<file path="config.mk">
export PLATFORM = sky130hd
export DESIGN_NAME = serial_frame_parser_xor_timeout_core
export DESIGN_NICKNAME = d
export VERILOG_FILES = /design/src/rtl/sfpx_pkg.sv /design/src/rtl/serial_frame_parser_xor_timeout_core.sv /design/src/rtl/sfpx_ctrl.sv /design/src/rtl/sfpx_dp.sv
export SDC_FILE = /design/constraint.sdc
export NUM_CORES = 1
export LEC_CHECK = 0
export BUFFER_PORTS_ARGS = -buffer_cell sky130_fd_sc_hd__buf_2
export CAP_MARGIN = 5
export CORE_MARGIN = 2
export CORE_UTILIZATION = 55
export DETAILED_ROUTE_END_ITERATION = 16
export PLACE_DENSITY = 0.75
export REMOVE_ABC_BUFFERS = 1
export SYNTH_ARGS = -nofsm -noshare
export SYNTH_HDL_FRONTEND = slang
export SYNTH_HIERARCHICAL = 1
export SYNTH_SLANG_ARGS = --single-unit
</file>
<file path="constraint.sdc">
create_clock -name clk -period 9.3 [get_ports clk]
set_input_delay 0.465 -clock clk [delete_from_list [all_inputs] [get_ports clk]]
set_output_delay 0.465 -clock clk [all_outputs]
set_load 0.05 [all_outputs]
</file>
<file path="src/rtl/sfpx_pkg.sv">
package sfpx_pkg;

  localparam int MAX_PAYLOAD = 16;
  localparam int IDX_W = $clog2(MAX_PAYLOAD);
  localparam logic [7:0] START_BYTE = 8'hAA;
  localparam logic [31:0] TIMEOUT_RESET = 32'd50;

  // result status codes
  localparam logic [1:0] STATUS_PROGRESS = 2'd0;
  localparam logic [1:0] STATUS_OK = 2'd1;
  localparam logic [1:0] STATUS_ERROR = 2'd2;
  localparam logic [1:0] STATUS_TIMEOUT = 2'd3;

  typedef struct packed {
    logic [7:0] rx_byte;
    logic [31:0] timestamp;
  } in_req_t;

  typedef struct packed {
    logic [1:0] status;
    logic [7:0] command;
    logic [4:0] length;
    logic [7:0] payload_byte;
    logic [3:0] byte_index;
    logic last;
  } out_req_t;

  typedef enum logic [2:0] {
    ST_WAIT_SOF,
    ST_CMD,
    ST_LEN,
    ST_DATA,
    ST_SUM,
    ST_DRAIN
  } state_t;

  // controller to datapath
  typedef struct packed {
    logic set_time;
    logic load_cmd;
    logic load_len;
    logic store_data;
    logic emit;
    logic [1:0] emit_status;
    logic emit_frame;
    logic drain_start;
    logic drain_emit;
  } dp_cmd_t;

  // datapath to controller
  typedef struct packed {
    logic out_free;
    logic is_sof;
    logic timed_out;
    logic len_bad;
    logic byte_zero;
    logic frame_len_zero;
    logic fill_last;
    logic sum_good;
    logic drain_last;
  } dp_status_t;

endpackage

</file>
<file path="src/rtl/serial_frame_parser_xor_timeout_core.sv">
// Serial frame parser: takes one received byte with its millisecond timestamp per request and
// parses frames of start byte 0xAA, command, length (0 to 16), payload and an XOR checksum over
// command, length and payload. Every byte gives one result with status 0 (in progress), except
// a bad length or checksum (status 2, one result), an inter-byte gap beyond timeout_ms inside an
// open frame (status 3, one result, the same byte then restarts parsing and may open a frame),
// and a good checksum byte, which gives one status 1 result per payload byte or a single one for
// an empty frame. A good frame then holds off input while the payload store is read out one
// entry a cycle whenever the receiver is not stalling. A single output register sits on the
// result side, so a new byte is taken in the same cycle that the previous result leaves.
// timeout_ms resets to 50 and zero disables the check; the user must write it only while the
// block is idle, since the block itself does not enforce this.
module serial_frame_parser_xor_timeout_core (
  input  logic               clk,
  input  logic               rst,
  input  logic               in_valid,
  output logic               in_stall,
  input  sfpx_pkg::in_req_t  in_data,
  output logic               out_valid,
  input  logic               out_stall,
  output sfpx_pkg::out_req_t out_data,
  input  logic               cfg_we,
  input  logic [31:0]        cfg_wdata
);

  // command and status between the frame controller and the datapath
  sfpx_pkg::dp_cmd_t    cmd;
  sfpx_pkg::dp_status_t sts;

  // frame state machine, also owns the input handshake
  sfpx_ctrl u_ctrl (
    .clk      (clk),
    .rst      (rst),
    .in_valid (in_valid),
    .in_stall (in_stall),
    .sts      (sts),
    .cmd      (cmd)
  );

  // frame registers, payload store, timeout compare and result register
  sfpx_dp u_dp (
    .clk       (clk),
    .rst       (rst),
    .in_data   (in_data),
    .out_stall (out_stall),
    .out_valid (out_valid),
    .out_data  (out_data),
    .cfg_we    (cfg_we),
    .cfg_wdata (cfg_wdata),
    .cmd       (cmd),
    .sts       (sts)
  );

endmodule

</file>
<file path="src/rtl/sfpx_ctrl.sv">
module sfpx_ctrl (
  input  logic               clk,
  input  logic               rst,
  input  logic               in_valid,
  output logic               in_stall,
  input  sfpx_pkg::dp_status_t sts,
  output sfpx_pkg::dp_cmd_t    cmd
);

  sfpx_pkg::state_t state, state_next;
  logic accept;
  logic timeout_hit;

  assign in_stall = (state == sfpx_pkg::ST_DRAIN) || !sts.out_free;
  assign accept = in_valid && !in_stall;
  assign timeout_hit = (state != sfpx_pkg::ST_WAIT_SOF) && sts.timed_out;

  always_ff @(posedge clk) begin
    if (rst) begin
      state <= sfpx_pkg::ST_WAIT_SOF;
    end else begin
      state <= state_next;
    end
  end

  // next state
  always_comb begin
    state_next = state;
    if (state == sfpx_pkg::ST_DRAIN) begin
      if (sts.out_free && sts.drain_last) begin
        state_next = sfpx_pkg::ST_WAIT_SOF;
      end
    end else if (accept) begin
      if (timeout_hit) begin
        state_next = sts.is_sof ? sfpx_pkg::ST_CMD : sfpx_pkg::ST_WAIT_SOF;
      end else begin
        case (state)
          sfpx_pkg::ST_WAIT_SOF: begin
            if (sts.is_sof) state_next = sfpx_pkg::ST_CMD;
          end
          sfpx_pkg::ST_CMD: state_next = sfpx_pkg::ST_LEN;
          sfpx_pkg::ST_LEN: begin
            if (sts.len_bad) state_next = sfpx_pkg::ST_WAIT_SOF;
            else if (sts.byte_zero) state_next = sfpx_pkg::ST_SUM;
            else state_next = sfpx_pkg::ST_DATA;
          end
          sfpx_pkg::ST_DATA: begin
            if (sts.fill_last) state_next = sfpx_pkg::ST_SUM;
          end
          sfpx_pkg::ST_SUM: begin
            if (sts.sum_good && !sts.frame_len_zero) state_next = sfpx_pkg::ST_DRAIN;
            else state_next = sfpx_pkg::ST_WAIT_SOF;
          end
          default: state_next = sfpx_pkg::ST_WAIT_SOF;
        endcase
      end
    end
  end

  // datapath commands
  always_comb begin
    cmd = '0;
    cmd.emit_status = sfpx_pkg::STATUS_PROGRESS;
    if (state == sfpx_pkg::ST_DRAIN) begin
      cmd.drain_emit = sts.out_free;
    end else if (accept) begin
      if (timeout_hit) begin
        cmd.emit = 1'b1;
        cmd.emit_status = sfpx_pkg::STATUS_TIMEOUT;
        cmd.set_time = sts.is_sof;
      end else begin
        case (state)
          sfpx_pkg::ST_WAIT_SOF: begin
            cmd.emit = 1'b1;
            cmd.set_time = sts.is_sof;
          end
          sfpx_pkg::ST_CMD: begin
            cmd.emit = 1'b1;
            cmd.load_cmd = 1'b1;
            cmd.set_time = 1'b1;
          end
          sfpx_pkg::ST_LEN: begin
            cmd.emit = 1'b1;
            if (sts.len_bad) begin
              cmd.emit_status = sfpx_pkg::STATUS_ERROR;
            end else begin
              cmd.load_len = 1'b1;
              cmd.set_time = 1'b1;
            end
          end
          sfpx_pkg::ST_DATA: begin
            cmd.emit = 1'b1;
            cmd.store_data = 1'b1;
            cmd.set_time = 1'b1;
          end
          sfpx_pkg::ST_SUM: begin
            if (!sts.sum_good) begin
              cmd.emit = 1'b1;
              cmd.emit_status = sfpx_pkg::STATUS_ERROR;
            end else if (sts.frame_len_zero) begin
              cmd.emit = 1'b1;
              cmd.emit_status = sfpx_pkg::STATUS_OK;
              cmd.emit_frame = 1'b1;
            end else begin
              cmd.drain_start = 1'b1;
            end
          end
          default: cmd = '0;
        endcase
      end
    end
  end

endmodule

</file>
<file path="src/rtl/sfpx_dp.sv">
module sfpx_dp (
  input  logic                 clk,
  input  logic                 rst,
  input  sfpx_pkg::in_req_t    in_data,
  input  logic                 out_stall,
  output logic                 out_valid,
  output sfpx_pkg::out_req_t   out_data,
  input  logic                 cfg_we,
  input  logic [31:0]          cfg_wdata,
  input  sfpx_pkg::dp_cmd_t    cmd,
  output sfpx_pkg::dp_status_t sts
);

  logic [31:0] timeout_ms;
  logic [31:0] last_byte_time;
  logic [7:0] frame_command;
  logic [4:0] frame_length;
  logic [7:0] running_xor;
  logic [4:0] fill_index;
  logic [sfpx_pkg::IDX_W-1:0] drain_idx;
  logic [7:0] payload_store [sfpx_pkg::MAX_PAYLOAD];
  logic [31:0] elapsed;
  logic [4:0] fill_count;

  assign elapsed = in_data.timestamp - last_byte_time;
  assign fill_count = fill_index + 5'd1;

  always_comb begin
    sts.out_free = !out_valid || !out_stall;
    sts.is_sof = (in_data.rx_byte == sfpx_pkg::START_BYTE);
    sts.timed_out = (timeout_ms != 32'd0) && (elapsed > timeout_ms);
    sts.len_bad = (in_data.rx_byte > 8'(sfpx_pkg::MAX_PAYLOAD));
    sts.byte_zero = (in_data.rx_byte == 8'd0);
    sts.frame_len_zero = (frame_length == 5'd0);
    sts.fill_last = (fill_count >= frame_length);
    sts.sum_good = (in_data.rx_byte == running_xor);
    sts.drain_last = (5'(drain_idx) == frame_length - 5'd1);
  end

  always_ff @(posedge clk) begin
    if (rst) begin
      timeout_ms <= sfpx_pkg::TIMEOUT_RESET;
    end else if (cfg_we) begin
      timeout_ms <= cfg_wdata;
    end
  end

  // frame registers
  always_ff @(posedge clk) begin
    if (rst) begin
      last_byte_time <= '0;
      frame_command <= '0;
      frame_length <= '0;
      running_xor <= '0;
      fill_index <= '0;
      drain_idx <= '0;
    end else begin
      if (cmd.set_time) last_byte_time <= in_data.timestamp;
      if (cmd.load_cmd) begin
        frame_command <= in_data.rx_byte;
        running_xor <= in_data.rx_byte;
      end
      if (cmd.load_len) begin
        frame_length <= in_data.rx_byte[4:0];
        running_xor <= running_xor ^ in_data.rx_byte;
        fill_index <= '0;
      end
      if (cmd.store_data) begin
        running_xor <= running_xor ^ in_data.rx_byte;
        fill_index <= fill_count;
      end
      if (cmd.drain_start) drain_idx <= '0;
      else if (cmd.drain_emit) drain_idx <= drain_idx + 1'b1;
    end
  end

  always_ff @(posedge clk) begin
    if (cmd.store_data && (fill_index < 5'(sfpx_pkg::MAX_PAYLOAD))) begin
      payload_store[fill_index[sfpx_pkg::IDX_W-1:0]] <= in_data.rx_byte;
    end
  end

  // output register
  always_ff @(posedge clk) begin
    if (rst) begin
      out_valid <= 1'b0;
    end else if (cmd.emit || cmd.drain_emit) begin
      out_valid <= 1'b1;
    end else if (!out_stall) begin
      out_valid <= 1'b0;
    end
  end

  always_ff @(posedge clk) begin
    if (cmd.drain_emit) begin
      out_data.status <= sfpx_pkg::STATUS_OK;
      out_data.command <= frame_command;
      out_data.length <= frame_length;
      out_data.payload_byte <= payload_store[drain_idx];
      out_data.byte_index <= 4'(drain_idx);
      out_data.last <= sts.drain_last;
    end else if (cmd.emit) begin
      out_data.status <= cmd.emit_status;
      out_data.command <= cmd.emit_frame ? frame_command : 8'd0;
      out_data.length <= cmd.emit_frame ? frame_length : 5'd0;
      out_data.payload_byte <= 8'd0;
      out_data.byte_index <= 4'd0;
      out_data.last <= 1'b1;
    end
  end

endmodule

</file>
Word level (Yosys, flattened, before mapping)
Memories as Yosys holds them, arrays and structs flattened. A register that Yosys moved wholly into a read port is not among the register bits. Index checks and enable logic that the tools add are counted.

Flip-flop bits (word level): 126. Memory bits (writable): 128. Output and inout port bits: 30. Memories kept: 1.

$add $sub $neg: 4. $lt $le $gt $ge: 4. Equal/unequal tests: 12. Mux-type cells: 46. Bitwise logic cells: 1. Reductions and logical operators: 27.

Memories: u_dp.payload_store (words 16, width 8, rd ports 1, clocked after memory_dff 1, write ports 1, line sfpx_dp.sv:21) `logic [7:0] payload_store [sfpx_pkg::MAX_PAYLOAD];`.

Operators with widths (number): 26-bit two-way mux (2); 3-bit two-way mux (13); 32-bit > comparator (1); 8-bit two-way mux (4); 32-bit nonzero test (1); 32-bit subtractor (1); 5-bit two-way mux (3); 3-bit case mux with 5 select lines (1); 1-bit two-way mux (12); 4-bit two-way mux (3); 10-bit two-way mux (1); 9-bit two-way mux (1); 8-bit == test (1); 8-bit == test, second input constant (1); 8-bit by 5-bit > comparator with 1-bit output, second input constant (1); 8-bit logical NOT (1); 8-bit XOR (1); 3-bit by 2-bit == test with 1-bit output, second input constant (2); 3-bit == test, second input constant (2); 1-bit logical AND (6); 2-bit two-way mux (3); 2-bit nonzero test (3); 3-bit nonzero test (2); 5-bit by 1-bit adder with 5-bit output, second input constant (1); other kinds (20) (27).

Logic depth before layout (Yosys ltp)
Gate-level depths: netlist of the first run.

Depth after elaboration: 11. Mapped depth: 26.

By module
The synthesis of the first run kept the hierarchy.

By module, submodules not included: sfpx_dp (times used 1, cells an instance 1053, area each 12517.0 sq um, seq. area each 6646.4 sq um); sfpx_ctrl (times used 1, cells an instance 59, area each 410.4 sq um, seq. area each 60.1 sq um).

Worst setup path before layout of the first run
Ideal clock, no wire load.

Kind: input port to flip-flop. From: input port in_data[0] in the netlist's numbering. To: register u_dp/out_data[0] (netlist name). Library setup time: 0.381 ns. Arrival time: 4.969 ns. Data required time: 8.919 ns. Setup slack: 3.950 ns. Stages: 23. Path buffers: 0. Cells stage by stage: inv_1 ha_1 inv_1 fa_1 a21oi_1 o21ai_1 a41oi_2 o21ai_2 or3_1 a41oi_1 xnor2_1 ha_1 nand4_1 or2_2 nor3_1 o31ai_1 a21oi_1 inv_1 nand2_1 a21oi_1 nor3_1 nor2_1 inv_1.

RTL lines: start, declared (line serial_frame_parser_xor_timeout_core.sv:17) `input sfpx_pkg::in_req_t in_data,`.

==> run metrics, run 1 <==
status finished, final reports clean; port bufs roughly 110; dominant cells by area after synthesis edfxtp_1, dfxtp_1, ha_1, mux4_2, mux2i_1; combinational power share under 10%; VDD IR max 0.160 mV; Pint between 0.0015 and 0.002 W; total negative slack 0 ns; area grow syn2layout 12.1%; Die Ht between 150 and 200 um; dpl hpwl between 15 and 20 mm; post-synthesis cell type count 67; Clk Tree Root Cell clkbuf_16; # setup viols final 0; First-pass DRT Iterations 5; clk sink count 258; clock share of power 40.2%; Slowest cell on crit path nor2_1; fin area ~14,000 um^2; Tmin final roughly 6.3 ns; Pleak between 5 and 6 nW; Sequential Area around 6700 um^2; placed insts approximately 1,500; starting DRC count in detailed routing ~400; Synth area leader edfxtp_1; Via density 5.62; reg-to-reg slack, setup around 3 ns; drc violations 0; Filler cells ~1,900; vias in the first global route 8,362; CP max FO 11; Initial Util around 56%; Max Cap Viol 0; Mapped Area between 10,000 and 15,000 um^2; Worst Skew 0.0238 ns; Post-synth top flop edfxtp_1; die width ~160 um; post-synth top area share 35.8%; Synth Area per Inst 11.6 um^2; WP data arrival 6.62 ns; final hold vios 0; antenna violations before repair 0; GP Congestion 0.890; post-synthesis cell count roughly 1,100; total wire length roughly 27 mm; synthesized flop and latch total approximately 260; sequential cell area fraction in the yosys report 51.9%; gr ovfl total 0; hold_buf cts 0; critical path cell sequence ha_1 > inv_1 > fa_1 > a21oi_1 > o21ai_1 > a41oi_2 > o21ai_2 > or3_1 > a41oi_1 > xnor2_1 > ha_1 > nand4_1 > or2_2 > nor3_1 > o31ai_1 > a21oi_1 > nor2_1 > nand2_1 > nor4_2 > buf_4 > nor2_1 > nand2_1 > o22ai_1 > nor3_1; number of flops mapped to enable cells by yosys between 150 and 200; CTS tree done; wire per inst roughly 17 um; share of layout cells above drive strength 1 roughly 17%; PD cells 169 nW/um^2; Async SR Flop Fraction 0%; largest net degree at the start of global routing 98; fin crit share 67.3%; CP peak stage delay about 0.56 ns; clock buffer depth 3; synth warn 6; critical path data required time approximately 9.7 ns; CP Class reg -> reg; nets@finish 1,351; DRT antenna net count 0; first-pass GRT wire length about 43 mm; total CTS buffers 26; Net Sw Frac approximately a quarter; Worst slew margin a little over a quarter; RSZ-0062 raised after global routing no; Core ar. approximately 23,000 um^2; Hold/Removal Path Class in -> reg; CP startpoint kind register; Reg power frac about half; post-route insts no fill about 1,500; Multi-input gate area roughly 5700 um^2; CTS resizes 0; row cnt 56; CTS H-Tree Depth 1; CP endpoint kind register; post-CTS setup buffer count 0; n_diodes 0; via count 8,644; final slew viol count 0; area of the die between 20,000 and 25,000 um^2; GRT Overall Usage between 20 and 25%; Clk Latency, worst-skew pair 0.54 ns; FMAX 160 MHz; Ports ~110; Placement Cell Area approximately 14,000 um^2; Worst-Margin Slew approximately 1.1 ns; CTS clock-pin slew for the worst setup and hold paths 0.06 ns; NetSw 0.000571 W
==> Yosys cell counts, types with 20 or more instances <==
cell / count
a21o_1: 20
a21oi_1: 64
and2_1: 31
clkbuf_1: 33
dfxtp_1: 104
edfxtp_1: 154
ha_1: 75
inv_1: 81
mux2i_1: 77
mux4_2: 40
nand2_1: 42
nor2_1: 110
nor3_1: 25
o21ai_0: 29
xnor2_1: 33
==> stage by stage <==
| stage | hold WS (ns) | power, W | utilization, % | setup WS, ns |
|---|---|---|---|---|
| floorplan | 0.452 | 0.00140 | - | 3.40 |
| global placement | 0.465 | 0.00148 | 58.8 | 2.94 |
| detailed placement | 0.471 | 0.00149 | 58.8 | 2.85 |
| CTS | 0.155 | 0.00247 | 62.3 | 3.11 |
| global route | 0.170 | 0.00254 | 62.3 | 2.59 |
| finish | 0.169 | 0.00244 | 62.3 | 3.04 |
==> final cells by class <==
type                    instances  share of cell area, %
inverters                      81                   2.10
well taps                     319                   2.75
clock buffers                  38                   4.94
repair buffers                110                   3.87
multi-input cells             721                   39.4
clock inverters                10                  0.630
flip-flops and latches        258                   46.3
==> worst paths after layout <==
path	to	cells after the start	start
worst max-delay path	u_dp/running_xor[6]	24	u_dp/last_byte_time[0]
worst max register to register	u_dp/running_xor[6]	24	u_dp/last_byte_time[0]
worst min-delay path	u_dp/timeout_ms[28]	3	cfg_wdata[28]
worst min register to register	u_dp/frame_command[3]	2	u_dp/frame_command[3]
==> cell families after synthesis <==
logic type / Yosys count / share of synthesized area [%]
AND/OR/NAND/NOR: 299 / 11.5
AO/OA/AOI/OAI: 178 / 8.78
adder cells (fa/ha/maj): 76 / 7.41
multiplexers: 118 / 13.0
buffers and inverters: 133 / 3.98
flip-flops: 258 / 51.9
XOR/XNOR: 50 / 3.39
==> sequential cells by signal, indices dropped and copies added (netlist names), named ones only <==
| signal | count |
|---|---|
| u_ctrl/state | 3 |
| u_dp/drain_idx | 4 |
| u_dp/fill_index | 5 |
| u_dp/frame_command | 8 |
| u_dp/frame_length | 5 |
| u_dp/last_byte_time | 32 |
| u_dp/out_data | 28 |
| u_dp/out_valid | 1 |
| u_dp/payload_store | 128 |
| u_dp/running_xor | 8 |
| u_dp/timeout_ms | 32 |
==> cell usage in the layout (no fill, tap or decap), drive strengths merged, types with 32 or more instances in the layout <==
cell,n
a21oi,64
and2,32
buf,110
clkbuf,38
dfxtp,104
edfxtp,154
ha,75
inv,81
mux2i,77
mux4,40
nand2,42
nor2,110
o21ai,33
xnor2,33
==> power groups by stage <==
stage	clock network [W]	logic [W]	registers, W
6_report	0.000984	0.000228	0.00123
5_1_grt	0.00104	0.000257	0.00123
4_1_cts	0.00101	0.000229	0.00123
3_5_place_dp	0	0.000228	0.00126
3_3_place_gp	0	0.000223	0.00126
2_1_floorplan	0	0.000131	0.00127
==> critical path, delay by kind of cell, from the launching register on <==
kind	cells	cell delay, ns
buffers and inverters	2	0.25
XOR/XNOR	1	0.10
AND/OR/NAND/NOR	10	2.54
flip-flops	1	0.34
adder cells (fa/ha/maj)	3	0.86
AO/OA/AOI/OAI	8	1.95
==> metal layers <==
metal | track usage [%] | share of wire (%) | wire length, um | up-vias
met4 | 7.62 | 3.3 | 889 | 0
met5 | 0 | 0 | 0 | -
li1 | - | - | - | 4224
met1 | 29.0 | 44 | 11800 | 4138
met3 | 2.67 | 4.2 | 1140 | 56
met2 | 38.1 | 49 | 13000 | 226
Note: power is estimated with default switching activity, not from simulation.
==> inputs of run 2 (changes only) <==
--- a/config.mk
+++ b/config.mk
@@ -5,12 +5,13 @@
 export SDC_FILE = /design/constraint.sdc
 export NUM_CORES = 1
 export LEC_CHECK = 0
+export ABC_AREA = 1
 export BUFFER_PORTS_ARGS = -buffer_cell sky130_fd_sc_hd__buf_2
 export CAP_MARGIN = 5
 export CORE_MARGIN = 2
 export CORE_UTILIZATION = 55
 export DETAILED_ROUTE_END_ITERATION = 16
-export PLACE_DENSITY = 0.75
+export PLACE_DENSITY = 0.78
 export REMOVE_ABC_BUFFERS = 1
 export SYNTH_ARGS = -nofsm -noshare
 export SYNTH_HDL_FRONTEND = slang
==> constraint.sdc (replaced) <==
create_clock -name clk -period 5.3 [get_ports clk]
set_input_delay 0.265 -clock clk [delete_from_list [all_inputs] [get_ports clk]]
set_output_delay 0.265 -clock clk [all_outputs]
set_load 0.05 [all_outputs]
==> run metrics, run 2 <==
share of layout cells above drive strength 1 a little under an eighth; synthesized flop and latch total roughly 260; total CTS buffers 26; drc violations 0; most frequent cells after synthesis nand2_1, inv_1, nor2_1; n_diodes 0; Post-synth top flop edfxtp_1; vias in the first global route 11,200; number of flops mapped to enable cells by yosys about 150; antenna violations before repair 0; hold endpoint u_dp/timeout_ms[22]; area of the die between 20,000 and 30,000 um^2; CP endpoint kind register; Ports between 100 and 150; Clk Tree Root Cell clkbuf_16; CP peak stage delay ~0.47 ns; Worst-Margin Slew between 1 and 1.5 ns; total wire length around 33 mm; First-pass DRT Iterations 6; final slew viol count 0; GP Congestion a little over 0.9; PD cells approximately 460 nW/um^2; critical path data required time 5.70 ns; fin crit share between 90% and 100%; CTS tree done; dpl hpwl about 23 mm; nets@finish approximately 1,900; Mapped Area 13,800 um^2; Synth area leader edfxtp_1; Die Ht between 150 and 200 um; WP data arrival 5.18 ns; post-CTS setup buffer count 0; total negative slack 0 ns; clock buffer depth 3; post-synthesis cell type count 41; first-pass GRT wire length 54.2 mm; Critical R2R Launch u_dp/last_byte_time[0]; starting DRC count in detailed routing approximately 1,000; Pleak roughly 6.7 nW; post-synthesis cell count about 1,700; post-route insts no fill around 2,100; Hold/Removal Path Class in -> reg; row cnt 57; DRT antenna net count 0; Async SR Flop Fraction 0%; Placement Cell Area approximately 15,000 um^2; area grow syn2layout 12.6%; gr ovfl total 0; min-delay src cfg_wdata[22]; FMAX approximately 210 MHz; Via density roughly 5.4; Synth Area per Inst slightly above 8 um^2; commonest non-fill, non-tap cell in the layout nand2_1; placed insts between 2,000 and 2,500; CP Class reg -> reg; wire per inst ~16 um; # setup viols final 0; Critical Path Most Common Cell nand2_1; clk sink count 258; commonest non-fill, non-tap cells in the layout nand2_1, inv_1, nor2_1, edfxtp_1, a21oi_1; Worst R2R End u_dp/last_byte_time[18]; dominant cells by area after synthesis edfxtp_1, dfxtp_1, nand2_1, ha_1, inv_1; via count about 11,000; Core ar. between 20,000 and 25,000 um^2; Worst Skew between 0.01 and 0.015 ns; port bufs ~110; post-synth top area share between 30% and 40%; WHS around 0.0085 ns; reg-to-reg slack, setup 0.52 ns; sequential cell area fraction in the yosys report 48.8%; count leader, synth nand2_1; status finished, final reports clean; synth warn 6; max FFs per register about 130; die width about 160 um; fin area ~15,000 um^2; Worst Setup SP u_dp/last_byte_time[0]; number of cells on the worst hold path 3; Max Cap Viol 0; GRT Overall Usage 25.6%; Slowest cell on crit path a21oi_1; Initial Util between 50% and 60%; Tmin final around 4.8 ns; reg2reg path depth 26; Worst slew margin a little under 30%; CP max FO 61; largest net degree at the start of global routing 66; final hold vios 0; CP startpoint kind register; CTS H-Tree Depth 1; Clk Latency, worst-skew pair 0.54 ns; Pwr Total 0.00713 W; CTS clock-pin slew for the worst setup and hold paths approximately 0.06 ns; VDD IR max 0.310 mV
## run 2: what timing repair did
item,in CTS,in global routing
gates resized for setup,0,1
endpoints found under the hold margin,5,0
hold buffers,5,0
setup endpoints to repair,0,72
## run 2: cell families (layout without fill, tap and decap cells)
group                    count (synthesis)  after routing  share of synthesized area [%]
XOR/XNOR                                32             32                           2.04
flip-flops                             258            258                           48.8
AND/OR/NAND/NOR                        677            677                           20.6
buffers and inverters                  294            417                           8.74
AO/OA/AOI/OAI                          327            327                           12.9
adder cells (fa/ha/maj)                 76             76                           6.97
## run 2: per-layer routing
metal | vias up | track usage [%] | part of all wire (%)
met2 | 412 | 45.8 | 49
met5 | - | 0 | 0
met3 | 65 | 3.24 | 6.5
met4 | 0 | 8.21 | 2.5
met1 | 5314 | 32.2 | 42
li1 | 5699 | - | -
## run 2: cell type report
type,count,area [um^2]
flip-flops and latches,258,6710
well taps,324,405
repair buffers,126,693
clock buffers,32,704
multi-input cells,1112,5850
inverters,243,915
clock inverters,16,214
fillers,2079,8970
## run 2: per-stage QoR
| step | worst slack [ns] | util [%] |
|---|---|---|
| finish | 0.523 | 63.3 |
| global route | -0.00233 | 63.3 |
| CTS | 0.348 | 63.3 |
| detailed placement | 0.316 | 59.3 |
| global placement | 0.516 | 59.3 |
| floorplan | 0.888 | - |
## run 2: critical path, delay by kind of cell (launching register included)
kind	cells	cell delay, ns
simple gates	14	1.78
fa+ha+maj	3	0.82
buf+inv	4	0.68
flops	1	0.33
compound gates	5	1.00
## run 2: worst max path at each step
stage                               end  slack, ns  depth (start not counted)
4_1_cts        u_dp/payload_store[5][0]       0.35                         24
5_1_grt         u_dp/last_byte_time[25]     -0.002                         27
2_1_floorplan   u_dp/last_byte_time[10]       0.89                         26
6_report        u_dp/last_byte_time[18]       0.52                         26
3_3_place_gp   u_dp/payload_store[5][0]       0.52                         26
3_5_place_dp   u_dp/payload_store[5][5]       0.32                         26
## run 2: power breakdown
group | switching, W | internal, W
Clock | 0.000773 | 0.00119
Combinational | 0.00183 | 0.000948
Sequential | 0.0000765 | 0.00232
==> inputs of run 3 (changes only) <==
--- a/config.mk
+++ b/config.mk
@@ -12,7 +12,9 @@
 export CORE_UTILIZATION = 55
 export DETAILED_ROUTE_END_ITERATION = 16
 export PLACE_DENSITY = 0.78
+export RECOVER_POWER = 50
 export REMOVE_ABC_BUFFERS = 1
+export SKIP_LAST_GASP = 1
 export SYNTH_ARGS = -nofsm -noshare
 export SYNTH_HDL_FRONTEND = slang
 export SYNTH_HIERARCHICAL = 1
==> run metrics, run 3 (synthesis gave the netlist of run 2 again) <==
WP data arrival roughly 5.0 ns; reg2reg path depth 24; Pint ~0.0044 W; nets@finish around 1,900; Initial Util 56.2%; First-pass DRT Iterations 6; fin crit share approximately 91%; Worst-Margin Slew roughly 1.3 ns; VDD IR max roughly 0.31 mV; Filler cells roughly 2,100; dpl hpwl 23.3 mm; area of the die 26,300 um^2; CP peak stage delay just under 0.6 ns; Clk Tree Root Cell clkbuf_16; CTS H-Tree Depth 1; CTS clock-pin slew for the worst setup and hold paths 0.06 ns; total CTS buffers 26; starting DRC count in detailed routing between 900 and 1,000; n_diodes 0; Worst slew margin 14.4%; Largest delay share family, worst path simple AND/OR/NAND/NOR gates; M3 GR Usage between 3 and 4%; gr busiest metal met2; status finished, final reports clean; row cnt 57; Slowest cell on crit path nor2_1; die width 162 um; Die Ht ~160 um; port bufs 106; end point of the critical path u_dp/payload_store[5][0]; Pwr Total between 0.007 and 0.008 W; combinational power share between 30% and 40%; placed insts between 2,000 and 2,500; first-pass GRT wire length ~54 mm; Worst Setup SP u_dp/last_byte_time[0]; Core ar. roughly 24,000 um^2; Placement Cell Area roughly 15,000 um^2; critical path data required time 5.46 ns; commonest non-fill, non-tap cell in the layout nand2_1; final hold vios 0; max FFs per register about 130; fin area between 15,000 and 20,000 um^2; final worst slack 0.503 ns; wire per inst about 16 um; NetSw about 0.0027 W; Worst Path Buf+Inv 2; drc violations 0; Critical R2R Launch u_dp/last_byte_time[0]; Tmin final roughly 4.8 ns; antenna violations before repair 0; clock buffer depth 3; final slew viol count 0; WP depth 24; Post-Place Setup Slack approximately 0.32 ns; commonest non-fill, non-tap cells in the layout nand2_1, inv_1, nor2_1, edfxtp_1, a21oi_1; CTS tree done; met2 Use GR between 40% and 50%; clk sink count around 260; Hold/Removal Path Class in -> reg; CP Class reg -> reg; GRT Overall Usage between 20% and 30%; Critical Path Most Common Cell nand2_1; CP max FO 8; CP startpoint kind register; GP Congestion approximately 0.93; FMAX 208 MHz; Max Cap Viol 0; final core utilization between 60% and 70%; gr ovfl total 0; Pleak between 6 and 7 nW; # setup viols final 0; total wire length ~33 mm; area grow syn2layout 12.2%; post-CTS setup buffer count 0; post-route insts no fill between 2,000 and 2,500; Via density ~5.4; reg-to-reg slack, setup 0.50 ns; share of layout cells above drive strength 1 9.01%; largest net degree at the start of global routing 66; CP endpoint kind register; Net Sw Frac a little under two fifths; Clk Latency, worst-skew pair 0.54 ns; Worst R2R End u_dp/payload_store[5][0]; DRT antenna net count 0; Worst Skew ~0.02 ns; critical path cell sequence ha_1 > inv_1 > fa_1 > nand3_1 > nand3_1 > nand3_1 > nand3b_1 > nand2_1 > nand2_1 > nand2_1 > nand2_1 > ha_1 > nand2_1 > nor2_1 > nand4_1 > nor2_1 > nand2_1 > nand2_1 > a21oi_1 > nor3_2 > inv_1 > nor2_1 > nand2_1 > nor2_1; via count ~11,000; clock share of power around 28%; met1 Resource Use GR about 32%; Ports between 100 and 150; vias in the first global route around 11,000; Reg power frac between 30% and 40%; PD cells approximately 460 nW/um^2
run 3: worst min path at each step:
stage | from | to | cells after the start
finish | cfg_wdata[22] | u_dp/timeout_ms[22] | 3
floorplan | rst | u_dp/fill_index[1] | 1
global placement | u_dp/last_byte_time[17] | u_dp/last_byte_time[17] | 2
detailed placement | u_dp/last_byte_time[25] | u_dp/last_byte_time[25] | 2
CTS | cfg_wdata[19] | u_dp/timeout_ms[19] | 3
global route | in_data[29] | u_dp/last_byte_time[29] | 3
run 3: worst register-to-register path, cell delays in order, from the launching register on:
cell and delay, ns:
dfxtp_1 0.33, ha_1 0.14, inv_1 0.08, fa_1 0.42
nand3_1 0.10, nand3_1 0.13, nand3_1 0.10, nand3b_1 0.16
nand2_1 0.12, nand2_1 0.05, nand2_1 0.05, nand2_1 0.05
ha_1 0.26, nand2_1 0.05, nor2_1 0.14, nand4_1 0.12
nor2_1 0.13, nand2_1 0.06, nand2_1 0.06, a21oi_1 0.11
nor3_2 0.51, inv_1 0.11, nor2_1 0.29, nand2_1 0.24
nor2_1 0.59
run 3: cell type report:
cell class                 instances  area [um^2]  area share, %
inverter                         243          915           5.93
clock inverter                    16          214           1.39
multi-input combinational       1112         5840           37.8
timing repair buffer             126          643           4.17
tap                              324          405           2.63
clock buffer                      32          704           4.57
sequential                       258         6710           43.5
run 3: power groups by stage:
| stage | registers [W] | clock network [W] | logic [W] |
|---|---|---|---|
| after global placement | 0.00243 | 0 | 0.00266 |
| final | 0.00240 | 0.00196 | 0.00275 |
| after CTS | 0.00240 | 0.00199 | 0.00275 |
| after global routing | 0.00241 | 0.00206 | 0.00317 |
| after floorplan | 0.00254 | 0 | 0.00196 |
| after detailed placement | 0.00244 | 0 | 0.00273 |
run 3: repair_timing:
item	4_1_cts	5_1_grt
hold buffers	5	0
setup endpoints to repair	0	72
gates resized for setup	0	1
hold endpoints to repair	5	0
run 3: layer usage:
metal	routed length, um	part of all wire, %
met1	14000	42
met2	16500	49
met3	2070	6.2
met4	913	2.7
met5	0	0
run 3: metrics by stage:
step / TNS [ns] / hold slack [ns]
floorplan: 0 / 0.334
global placement: 0 / 0.447
detailed placement: 0 / 0.454
CTS: 0 / 0.00844
global route: -0.00233 / 0.0243
finish: 0 / 0.00847
